--- src/hdl/sgd_pkg.sv ---
// Shared types and constants for the signed Golomb bit decoder.
// Used by the front parser, the codeword queue, the back end and the top level.
package sgd_pkg;

  // The divisor magnitude saturates at 2^DIVISOR_BITS - 1.
  localparam int DIVISOR_BITS = 15;
  localparam logic [31:0] MAG_LIM = 32'((64'd1 << DIVISOR_BITS) - 64'd1);

  // Widths of the divisor magnitude, the modulus and the code length.
  localparam int MAG_W = 17;
  localparam int MOD_W = 17;
  localparam int LEN_W = $clog2(MOD_W + 1);

  // Width of the decoded value and of the quotient counter.
  localparam int VAL_W = 32;

  // Depth of the queues between front and back and at the output.
  localparam int QDEPTH = 4;
  localparam int QPTR_W = $clog2(QDEPTH);
  localparam int QCNT_W = $clog2(QDEPTH + 1);

  // Parser phase.
  typedef enum logic [1:0] {
    PH_IDLE  = 2'd0,
    PH_QUOT  = 2'd1,
    PH_REM   = 2'd2,
    PH_EXTRA = 2'd3
  } phase_t;

  // One parsed codeword: value = quot * modulus + rest, or a failure when ok is low.
  typedef struct packed {
    logic [VAL_W-1:0] quot;
    logic [MOD_W-1:0] modulus;
    logic [MOD_W-1:0] rest;
    logic             ok;
  } cw_t;

  // Handshake group from the parser into the codeword queue.
  typedef struct packed {
    logic valid;
    cw_t  cw;
  } cw_push_t;

  // One finished result word.
  typedef struct packed {
    logic [VAL_W-1:0] value;
    logic             ok;
  } res_t;

endpackage

--- src/hdl/signed_golomb_bit_decoder_core.sv ---
// Signed Golomb bit decoder. One code bit enters per clock while in_full is low, so a
// stream of bits is taken back to back. A result word for a finished codeword, or for a
// stream end inside a codeword, passes from the parser through the codeword queue and the
// 32x17 multiplier stage into the output queue, which it enters only when that queue has
// room. Four-entry queues between the parser and the multiplier and at the output let
// either side stall on its own; in_full rises only when the codeword queue is full.
// Depends on sgd_pkg, sgd_front, sgd_queue and sgd_back.
module signed_golomb_bit_decoder_core (
  input  logic                            clk,
  input  logic                            rst_n,
  input  logic                            in_push,
  output logic                            in_full,
  input  logic                            in_code_bit,
  input  logic                            in_stream_end,
  input  logic signed [15:0]              in_divisor,
  output logic                            out_empty,
  input  logic                            out_pop,
  output logic signed [sgd_pkg::VAL_W-1:0] out_decoded_value,
  output logic                            out_ok
);
  import sgd_pkg::*;

  cw_push_t push;
  logic     take;
  logic     q_valid;
  cw_t      q_head;
  logic     q_pop;
  res_t     res;

  assign take = in_push && !in_full;

  // Front: bit parser.
  sgd_front u_front (
    .clk        (clk),
    .rst_n      (rst_n),
    .take       (take),
    .code_bit   (in_code_bit),
    .stream_end (in_stream_end),
    .divisor    (in_divisor),
    .push       (push)
  );

  // Codeword queue between front and back.
  sgd_queue u_queue (
    .clk   (clk),
    .rst_n (rst_n),
    .push  (push),
    .full  (in_full),
    .valid (q_valid),
    .head  (q_head),
    .pop   (q_pop)
  );

  // Back: value computation and output queue.
  sgd_back u_back (
    .clk       (clk),
    .rst_n     (rst_n),
    .cw_valid  (q_valid),
    .cw        (q_head),
    .cw_pop    (q_pop),
    .res_empty (out_empty),
    .res       (res),
    .res_pop   (out_pop)
  );

  assign out_decoded_value = $signed(res.value);
  assign out_ok            = res.ok;

endmodule

--- src/hdl/sgd_front.sv ---
// Bit parser: tracks the phase of the current codeword and emits parsed codewords.
// Depends on sgd_pkg.
module sgd_front (
  input  logic                 clk,
  input  logic                 rst_n,
  input  logic                 take,
  input  logic                 code_bit,
  input  logic                 stream_end,
  input  logic signed [15:0]   divisor,
  output sgd_pkg::cw_push_t    push
);
  import sgd_pkg::*;

  phase_t           phase_r, phase_nxt;
  logic [VAL_W-1:0] quot_r, quot_nxt;
  logic [MOD_W-1:0] rem_r, rem_nxt;
  logic [LEN_W-1:0] left_r, left_nxt;
  logic [MOD_W-1:0] mod_r, mod_nxt;
  logic [LEN_W-1:0] len_r, len_nxt;
  logic [MOD_W-1:0] lim_r, lim_nxt;

  logic [MAG_W-1:0] div_sx;
  logic [MAG_W-1:0] mag;
  logic [MAG_W-1:0] mag_sat;
  logic [MOD_W-1:0] new_mod;
  logic [LEN_W-1:0] new_len;
  logic [MOD_W-1:0] new_lim;

  // Modulus and code parameters derived from the divisor on the first bit.
  always_comb begin
    div_sx = {divisor[15], divisor};
    mag    = div_sx[MAG_W-1] ? (~div_sx + MAG_W'(1)) : div_sx;
    mag_sat = mag;
    if (mag == '0) begin
      mag_sat = MAG_W'(1);
    end
    if (32'(mag_sat) > MAG_LIM) begin
      mag_sat = MAG_LIM[MAG_W-1:0];
    end
    new_mod = {mag_sat[MOD_W-2:0], 1'b0};
    new_len = '0;
    for (int i = 0; i < MOD_W; i++) begin
      if ((MOD_W'(1) << i) < new_mod) begin
        new_len = LEN_W'(i + 1);
      end
    end
    new_lim = MOD_W'(((MOD_W + 1)'(1) << new_len) - {1'b0, new_mod});
  end

  // Next-state logic of the parser.
  always_comb begin
    phase_t           cur_phase;
    logic [VAL_W-1:0] q_cur;
    logic [MOD_W-1:0] m_cur;
    logic [LEN_W-1:0] b_cur;
    logic [MOD_W-1:0] t_cur;
    logic [MOD_W-1:0] r_new;
    logic [MOD_W-1:0] rest;
    logic             do_decide;
    logic             emit;

    phase_nxt = phase_r;
    quot_nxt  = quot_r;
    rem_nxt   = rem_r;
    left_nxt  = left_r;
    mod_nxt   = mod_r;
    len_nxt   = len_r;
    lim_nxt   = lim_r;
    push      = '0;
    cur_phase = phase_r;
    q_cur     = quot_r;
    m_cur     = mod_r;
    b_cur     = len_r;
    t_cur     = lim_r;
    r_new     = '0;
    rest      = '0;
    do_decide = 1'b0;
    emit      = 1'b0;

    if (take) begin
      if (stream_end) begin
        // A stream end inside a codeword gives a failure word.
        if (phase_r != PH_IDLE) begin
          push.valid = 1'b1;
          phase_nxt  = PH_IDLE;
          quot_nxt   = '0;
          rem_nxt    = '0;
          left_nxt   = '0;
        end
      end else begin
        // The first bit of a codeword latches the divisor.
        if (phase_r == PH_IDLE) begin
          cur_phase = PH_QUOT;
          q_cur     = '0;
          m_cur     = new_mod;
          b_cur     = new_len;
          t_cur     = new_lim;
          mod_nxt   = new_mod;
          len_nxt   = new_len;
          lim_nxt   = new_lim;
        end
        case (cur_phase)
          PH_QUOT: begin
            if (code_bit) begin
              quot_nxt  = q_cur + VAL_W'(1);
              phase_nxt = PH_QUOT;
            end else begin
              quot_nxt = q_cur;
              rem_nxt  = '0;
              left_nxt = b_cur - LEN_W'(1);
              if (b_cur == LEN_W'(1)) begin
                do_decide = 1'b1;
              end else begin
                phase_nxt = PH_REM;
              end
            end
          end
          PH_REM: begin
            r_new    = {rem_r[MOD_W-2:0], code_bit};
            rem_nxt  = r_new;
            left_nxt = left_r - LEN_W'(1);
            if (left_r == LEN_W'(1)) begin
              do_decide = 1'b1;
            end
          end
          PH_EXTRA: begin
            rest = {rem_r[MOD_W-2:0], code_bit} - t_cur;
            emit = 1'b1;
          end
          default: begin
          end
        endcase

        // Short codes end here; long ones take one more bit.
        if (do_decide) begin
          if (r_new < t_cur) begin
            rest = r_new;
            emit = 1'b1;
          end else begin
            rem_nxt   = r_new;
            phase_nxt = PH_EXTRA;
          end
        end

        if (emit) begin
          push.valid      = 1'b1;
          push.cw.quot    = q_cur;
          push.cw.modulus = m_cur;
          push.cw.rest    = rest;
          push.cw.ok      = 1'b1;
          phase_nxt       = PH_IDLE;
          quot_nxt        = '0;
          rem_nxt         = '0;
          left_nxt        = '0;
        end
      end
    end
  end

  // Parser state registers.
  always_ff @(posedge clk) begin
    if (!rst_n) begin
      phase_r <= PH_IDLE;
      quot_r  <= '0;
      rem_r   <= '0;
      left_r  <= '0;
      mod_r   <= MOD_W'(2);
      len_r   <= LEN_W'(1);
      lim_r   <= '0;
    end else begin
      phase_r <= phase_nxt;
      quot_r  <= quot_nxt;
      rem_r   <= rem_nxt;
      left_r  <= left_nxt;
      mod_r   <= mod_nxt;
      len_r   <= len_nxt;
      lim_r   <= lim_nxt;
    end
  end

endmodule

--- src/hdl/sgd_queue.sv ---
// Short queue of parsed codewords between the parser and the back end.
// Depends on sgd_pkg.
module sgd_queue (
  input  logic              clk,
  input  logic              rst_n,
  input  sgd_pkg::cw_push_t push,
  output logic              full,
  output logic              valid,
  output sgd_pkg::cw_t      head,
  input  logic              pop
);
  import sgd_pkg::*;

  cw_t               mem [QDEPTH];
  logic [QPTR_W-1:0] wr_r, wr_nxt;
  logic [QPTR_W-1:0] rd_r, rd_nxt;
  logic [QCNT_W-1:0] cnt_r, cnt_nxt;
  logic              do_wr;
  logic              do_rd;

  assign full  = (cnt_r == QCNT_W'(QDEPTH));
  assign valid = (cnt_r != '0);
  assign head  = mem[rd_r];
  assign do_wr = push.valid && !full;
  assign do_rd = pop && valid;

  // Pointer and fill count update.
  always_comb begin
    wr_nxt  = do_wr ? wr_r + QPTR_W'(1) : wr_r;
    rd_nxt  = do_rd ? rd_r + QPTR_W'(1) : rd_r;
    cnt_nxt = cnt_r + QCNT_W'(do_wr) - QCNT_W'(do_rd);
  end

  always_ff @(posedge clk) begin
    if (!rst_n) begin
      wr_r  <= '0;
      rd_r  <= '0;
      cnt_r <= '0;
    end else begin
      wr_r  <= wr_nxt;
      rd_r  <= rd_nxt;
      cnt_r <= cnt_nxt;
    end
  end

  // Storage needs no reset.
  always_ff @(posedge clk) begin
    if (do_wr) begin
      mem[wr_r] <= push.cw;
    end
  end

endmodule

--- src/hdl/sgd_back.sv ---
// Back end: multiplies out the quotient, adds the rest, unmaps the zigzag value
// and queues finished words for the output. Depends on sgd_pkg.
module sgd_back (
  input  logic              clk,
  input  logic              rst_n,
  input  logic              cw_valid,
  input  sgd_pkg::cw_t      cw,
  output logic              cw_pop,
  output logic              res_empty,
  output sgd_pkg::res_t     res,
  input  logic              res_pop
);
  import sgd_pkg::*;

  // Product stage.
  logic             s1_v_r, s1_v_nxt;
  logic [VAL_W-1:0] prod_r;
  logic [MOD_W-1:0] rest_r;
  logic             ok_r;

  // Output queue.
  res_t              mem [QDEPTH];
  logic [QPTR_W-1:0] wr_r, wr_nxt;
  logic [QPTR_W-1:0] rd_r, rd_nxt;
  logic [QCNT_W-1:0] cnt_r, cnt_nxt;
  logic              ofull;
  logic              do_wr;
  logic              do_rd;
  logic              s1_ready;
  logic [VAL_W-1:0]  sum;
  res_t              res_new;

  assign ofull     = (cnt_r == QCNT_W'(QDEPTH));
  assign res_empty = (cnt_r == '0);
  assign res       = mem[rd_r];
  assign do_wr     = s1_v_r && !ofull;
  assign do_rd     = res_pop && !res_empty;
  assign s1_ready  = !s1_v_r || !ofull;
  assign cw_pop    = cw_valid && s1_ready;

  // Add the rest and undo the zigzag mapping.
  always_comb begin
    sum           = prod_r + VAL_W'(rest_r);
    res_new.value = sum[0] ? ~(sum >> 1) : (sum >> 1);
    res_new.ok    = ok_r;
  end

  // Control of the product stage and the output queue.
  always_comb begin
    s1_v_nxt = s1_v_r;
    if (s1_ready) begin
      s1_v_nxt = cw_valid;
    end
    wr_nxt  = do_wr ? wr_r + QPTR_W'(1) : wr_r;
    rd_nxt  = do_rd ? rd_r + QPTR_W'(1) : rd_r;
    cnt_nxt = cnt_r + QCNT_W'(do_wr) - QCNT_W'(do_rd);
  end

  always_ff @(posedge clk) begin
    if (!rst_n) begin
      s1_v_r <= 1'b0;
      wr_r   <= '0;
      rd_r   <= '0;
      cnt_r  <= '0;
    end else begin
      s1_v_r <= s1_v_nxt;
      wr_r   <= wr_nxt;
      rd_r   <= rd_nxt;
      cnt_r  <= cnt_nxt;
    end
  end

  // Product register; the value wraps at 32 bits.
  always_ff @(posedge clk) begin
    if (cw_pop) begin
      prod_r <= cw.quot * VAL_W'(cw.modulus);
      rest_r <= cw.rest;
      ok_r   <= cw.ok;
    end
  end

  // Output queue storage.
  always_ff @(posedge clk) begin
    if (do_wr) begin
      mem[wr_r] <= res_new;
    end
  end

endmodule
--- config.mk ---
export PLATFORM = sky130hd
export DESIGN_NAME = signed_golomb_bit_decoder_core
export DESIGN_NICKNAME = d
export VERILOG_FILES = /design/src/hdl/sgd_pkg.sv /design/src/hdl/signed_golomb_bit_decoder_core.sv /design/src/hdl/sgd_front.sv /design/src/hdl/sgd_queue.sv /design/src/hdl/sgd_back.sv
export SDC_FILE = /design/constraint.sdc
export NUM_CORES = 2
export LEC_CHECK = 0
export BUFFER_PORTS_ARGS = -buffer_cell sky130_fd_sc_hd__buf_4
export CORE_UTILIZATION = 60
export CTS_BUF_LIST = sky130_fd_sc_hd__clkbuf_2
export CTS_CLUSTER_SIZE = 20
export DETAILED_ROUTE_END_ITERATION = 8
export PLACE_DENSITY = 0.79
export SYNTH_ARGS = -nofsm -noshare
export SYNTH_HDL_FRONTEND = slang
export SYNTH_HIERARCHICAL = 1
export SYNTH_SLANG_ARGS = --single-unit
--- constraint.sdc ---
create_clock -name clk -period 13.6 [get_ports clk]
set_input_delay 4.08 -clock clk [delete_from_list [all_inputs] [get_ports clk]]
set_output_delay 4.08 -clock clk [all_outputs]
set_load 0.01 [all_outputs]
==> out/qor.csv <==
metric,value,unit
total CTS buffers,135,
post-placement cell count,4227,
Slowest Stage Delay on Critical Path,0.73,ns
row count,93,
io pins,57,
Mapped Cells,3445,
Critical Path End,u_queue/cnt_r[2],
TritonRoute pass-1 iters,6,
sum of negative setup slack,0,ns
WL final,86000,microns
Layout Nets,4003,
Area contributors post-synth,"edfxtp_1, fa_1, dfxtp_1",
Worst path slowest cell,a2bb2oi_1,
root buf cell,clkbuf_2,
largest family of logic cells by synthesized area,adder cells,
post-synthesis cell area,38900,sq um
clk_lat worst skew,1.22,ns
initial antenna violation count,1,
Layout area overhead,6.14,%
post-route ant nets,0,
CP Launch Point,in_divisor[0],
Slew Limit Fails,0,
HPWL Detailed,60700,microns
Layout fillers,4918,
"Reg clk slew, reported paths",0.10,ns
run status,finished clean,
port buffer count,56,
Hold WC Path Type,flip-flop to flip-flop,
fmax,82.4,MHz
"EDFF count, synth",450,
slew margin rel.,29.3,%
vias in the first global route,27200,
multiplexer share of the synthesized area,6.35,%
Resized Gates After CTS,0,
Finish-stage setup viols,0,
fin crit period,12.14,ns
TritonCTS clock tree,built,
routability cong.,0.892,
CTS Hold Bufs,0,
fin crit share,89.3,%
WP data arrival,13.23,ns
syn_area_per_cell,11.3,sq um
XOR/XNOR share of the synthesized area,3.78,%
DR vias/cell,5.81,
clock sink total,563,
Startpoint Class,input pin,
initial core utilization,60.6,%
share of flip-flops with an asynchronous set or reset,0,%
final hold slack,0.455,ns
depth of the worst register-to-register path,21,
DRC Markers,0,
sequential area share after synthesis,40.5,%
Clock Path Buffers,3,
worst slew pin tran,1.06,ns
routed len/inst,19.3,microns
first-pass GRT wire length,140000,microns
RSZ-0062 raised after global routing,false,
simple-gate share of the synthesized area,13.7,%
Worst setup EP type,flip-flop,
Yosys reg bits,563,
synth unique cells,105,
yosys warns,6,
clock skew,0.0824,ns
Reg-to-Reg End,u_back/prod_r[31],
initial drt markers,1991,
post-CTS setup buffer count,0,
layout cell share with drive strength beyond 1,13.4,%
GRT Resource Usage Total,27.1,%
dominant cell type by area after synthesis,edfxtp_1,
core footprint,64200,sq um
Die X,257,microns
Worst R2R Setup Slack,5.16,ns
"Req. time, crit path",14.69,ns
vias,26000,
die area,65900,sq um
fin cells,4466,
die height,257,microns
share of the synthesized area in the top cell type,34.7,%
Max Cap Viol,0,
"Top FF cell, synth",edfxtp_1,
"Hold Vio Cnt, Final",0,
H-Tree Depth,4,
adder-cell share of the synthesized area,21.4,%
grt ovf,0,
WS Path Type,input pin to flip-flop,
Compound-Gate Fraction of Synth Area,7.98,%
crit-path max FO,11,
largest net degree at the start of global routing,81,
syn nets,3939,
-- cells by family after synthesis --
logic type,count (synthesis)
xor gates and xnor gates,168
AOI/OAI and AO/OA,436
DFF,563
and+or+nand+nor,1070
muxes,121
buffers and inverters,614
adders and majority gates,473
-- layout make-up --
type / count / area [sq um] / share of cell area [%]
tap: 855 / 1070 / 2.59
clock buffer: 198 / 991 / 2.40
multi-input combinational: 2268 / 20800 / 50.2
inverter: 444 / 1670 / 4.04
antenna: 1 / 2.50 / 0.00606
sequential: 563 / 15800 / 38.2
timing repair buffer: 97 / 753 / 1.82
clock inverter: 40 / 287 / 0.694
-- layout by cell type (no fill, tap or decap), drive strengths merged, types with 8 or more instances in the layout --
cell type | synthesis | final
a211oi | 47 | 47
a21o | 43 | 43
a21oi | 115 | 115
a22oi | 34 | 34
a31oi | 17 | 17
a32oi | 10 | 10
and2 | 238 | 238
and3 | 22 | 22
buf | 40 | 97
clkbuf | 130 | 198
clkinv | 0 | 30
dfxtp | 113 | 113
edfxtp | 450 | 450
fa | 324 | 324
ha | 148 | 148
inv | 444 | 446
mux2i | 15 | 15
mux4 | 100 | 100
nand2 | 384 | 384
nand2b | 17 | 17
nand3 | 51 | 51
nand3b | 8 | 8
nand4 | 18 | 18
nor2 | 188 | 188
nor2b | 17 | 17
nor3 | 39 | 39
nor4 | 23 | 23
o211ai | 12 | 12
o21a | 11 | 11
o21ai | 60 | 60
o31ai | 11 | 11
or2 | 13 | 13
or3 | 20 | 20
xnor2 | 129 | 129
xor2 | 39 | 39
-- Yosys cell counts (34+ instances only) --
library cell / instances
a21o_1: 43
xnor2_1: 129
inv_1: 443
nand3_1: 51
nor2_1: 188
o21ai_0: 54
ha_1: 148
and2_1: 236
xor2_1: 39
fa_1: 324
mux4_2: 100
dfxtp_1: 113
nor3_1: 36
a211oi_1: 47
a22oi_1: 34
edfxtp_1: 450
clkbuf_1: 130
a21oi_1: 113
nand2_1: 383
-- metrics by stage --
step                area (sq um)  setup WS (ns)  util, %
global route               41300          0.930     64.3
global placement           40000          0.539     62.3
finish                     41300           1.46     64.3
CTS                        41300           1.75     64.3
detailed placement         40000          0.408     62.3
floorplan                  38900          0.498        -
-- critical path: cells and delay by family --
kind / cells / cell delay (ns)
compound gates: 15 / 3.40
xor+xnor: 3 / 0.43
fa+ha+maj: 6 / 1.59
buf+inv: 5 / 0.47
mux: 1 / 0.14
simple gates: 13 / 3.10
-- routing by layer --
metal,share of wire (%),GRT usage (%),vias up,routed length [microns]
li1,-,-,12000,-
met1,40,33.8,12900,34300
met2,51,46.7,939,43800
met3,5.9,4.57,172,5070
met4,3.3,11.5,0,2800
met5,0,0,-,0
-- registers in the layout, indices dropped and copies added (netlist names), 16 cells and up, named ones only --
name and count:
u_back/mem 132, u_back/prod_r 32, u_back/rest_r 17, u_front/lim_r 17
u_front/mod_r 17, u_front/quot_r 32, u_front/rem_r 16, u_queue/mem 268
-- worst min-delay path by stage --
| stage | startpoint | to | cells after the start | slack (ns) |
|---|---|---|---|---|
| finish | u_front/lim_r[4] | u_front/lim_r[4] | 2 | 0.46 |
| global route | u_front/mod_r[10] | u_front/mod_r[10] | 2 | 0.49 |
| CTS | u_front/lim_r[4] | u_front/lim_r[4] | 2 | 0.46 |
| detailed placement | u_front/lim_r[4] | u_front/lim_r[4] | 2 | 0.45 |
| global placement | u_front/lim_r[2] | u_front/lim_r[2] | 2 | 0.44 |
| floorplan | u_front/lim_r[2] | u_front/lim_r[2] | 2 | 0.44 |
Power is left out: the tool's default activity adds up to more than one toggle a clock period on the data nets, which glitch-free logic cannot reach.
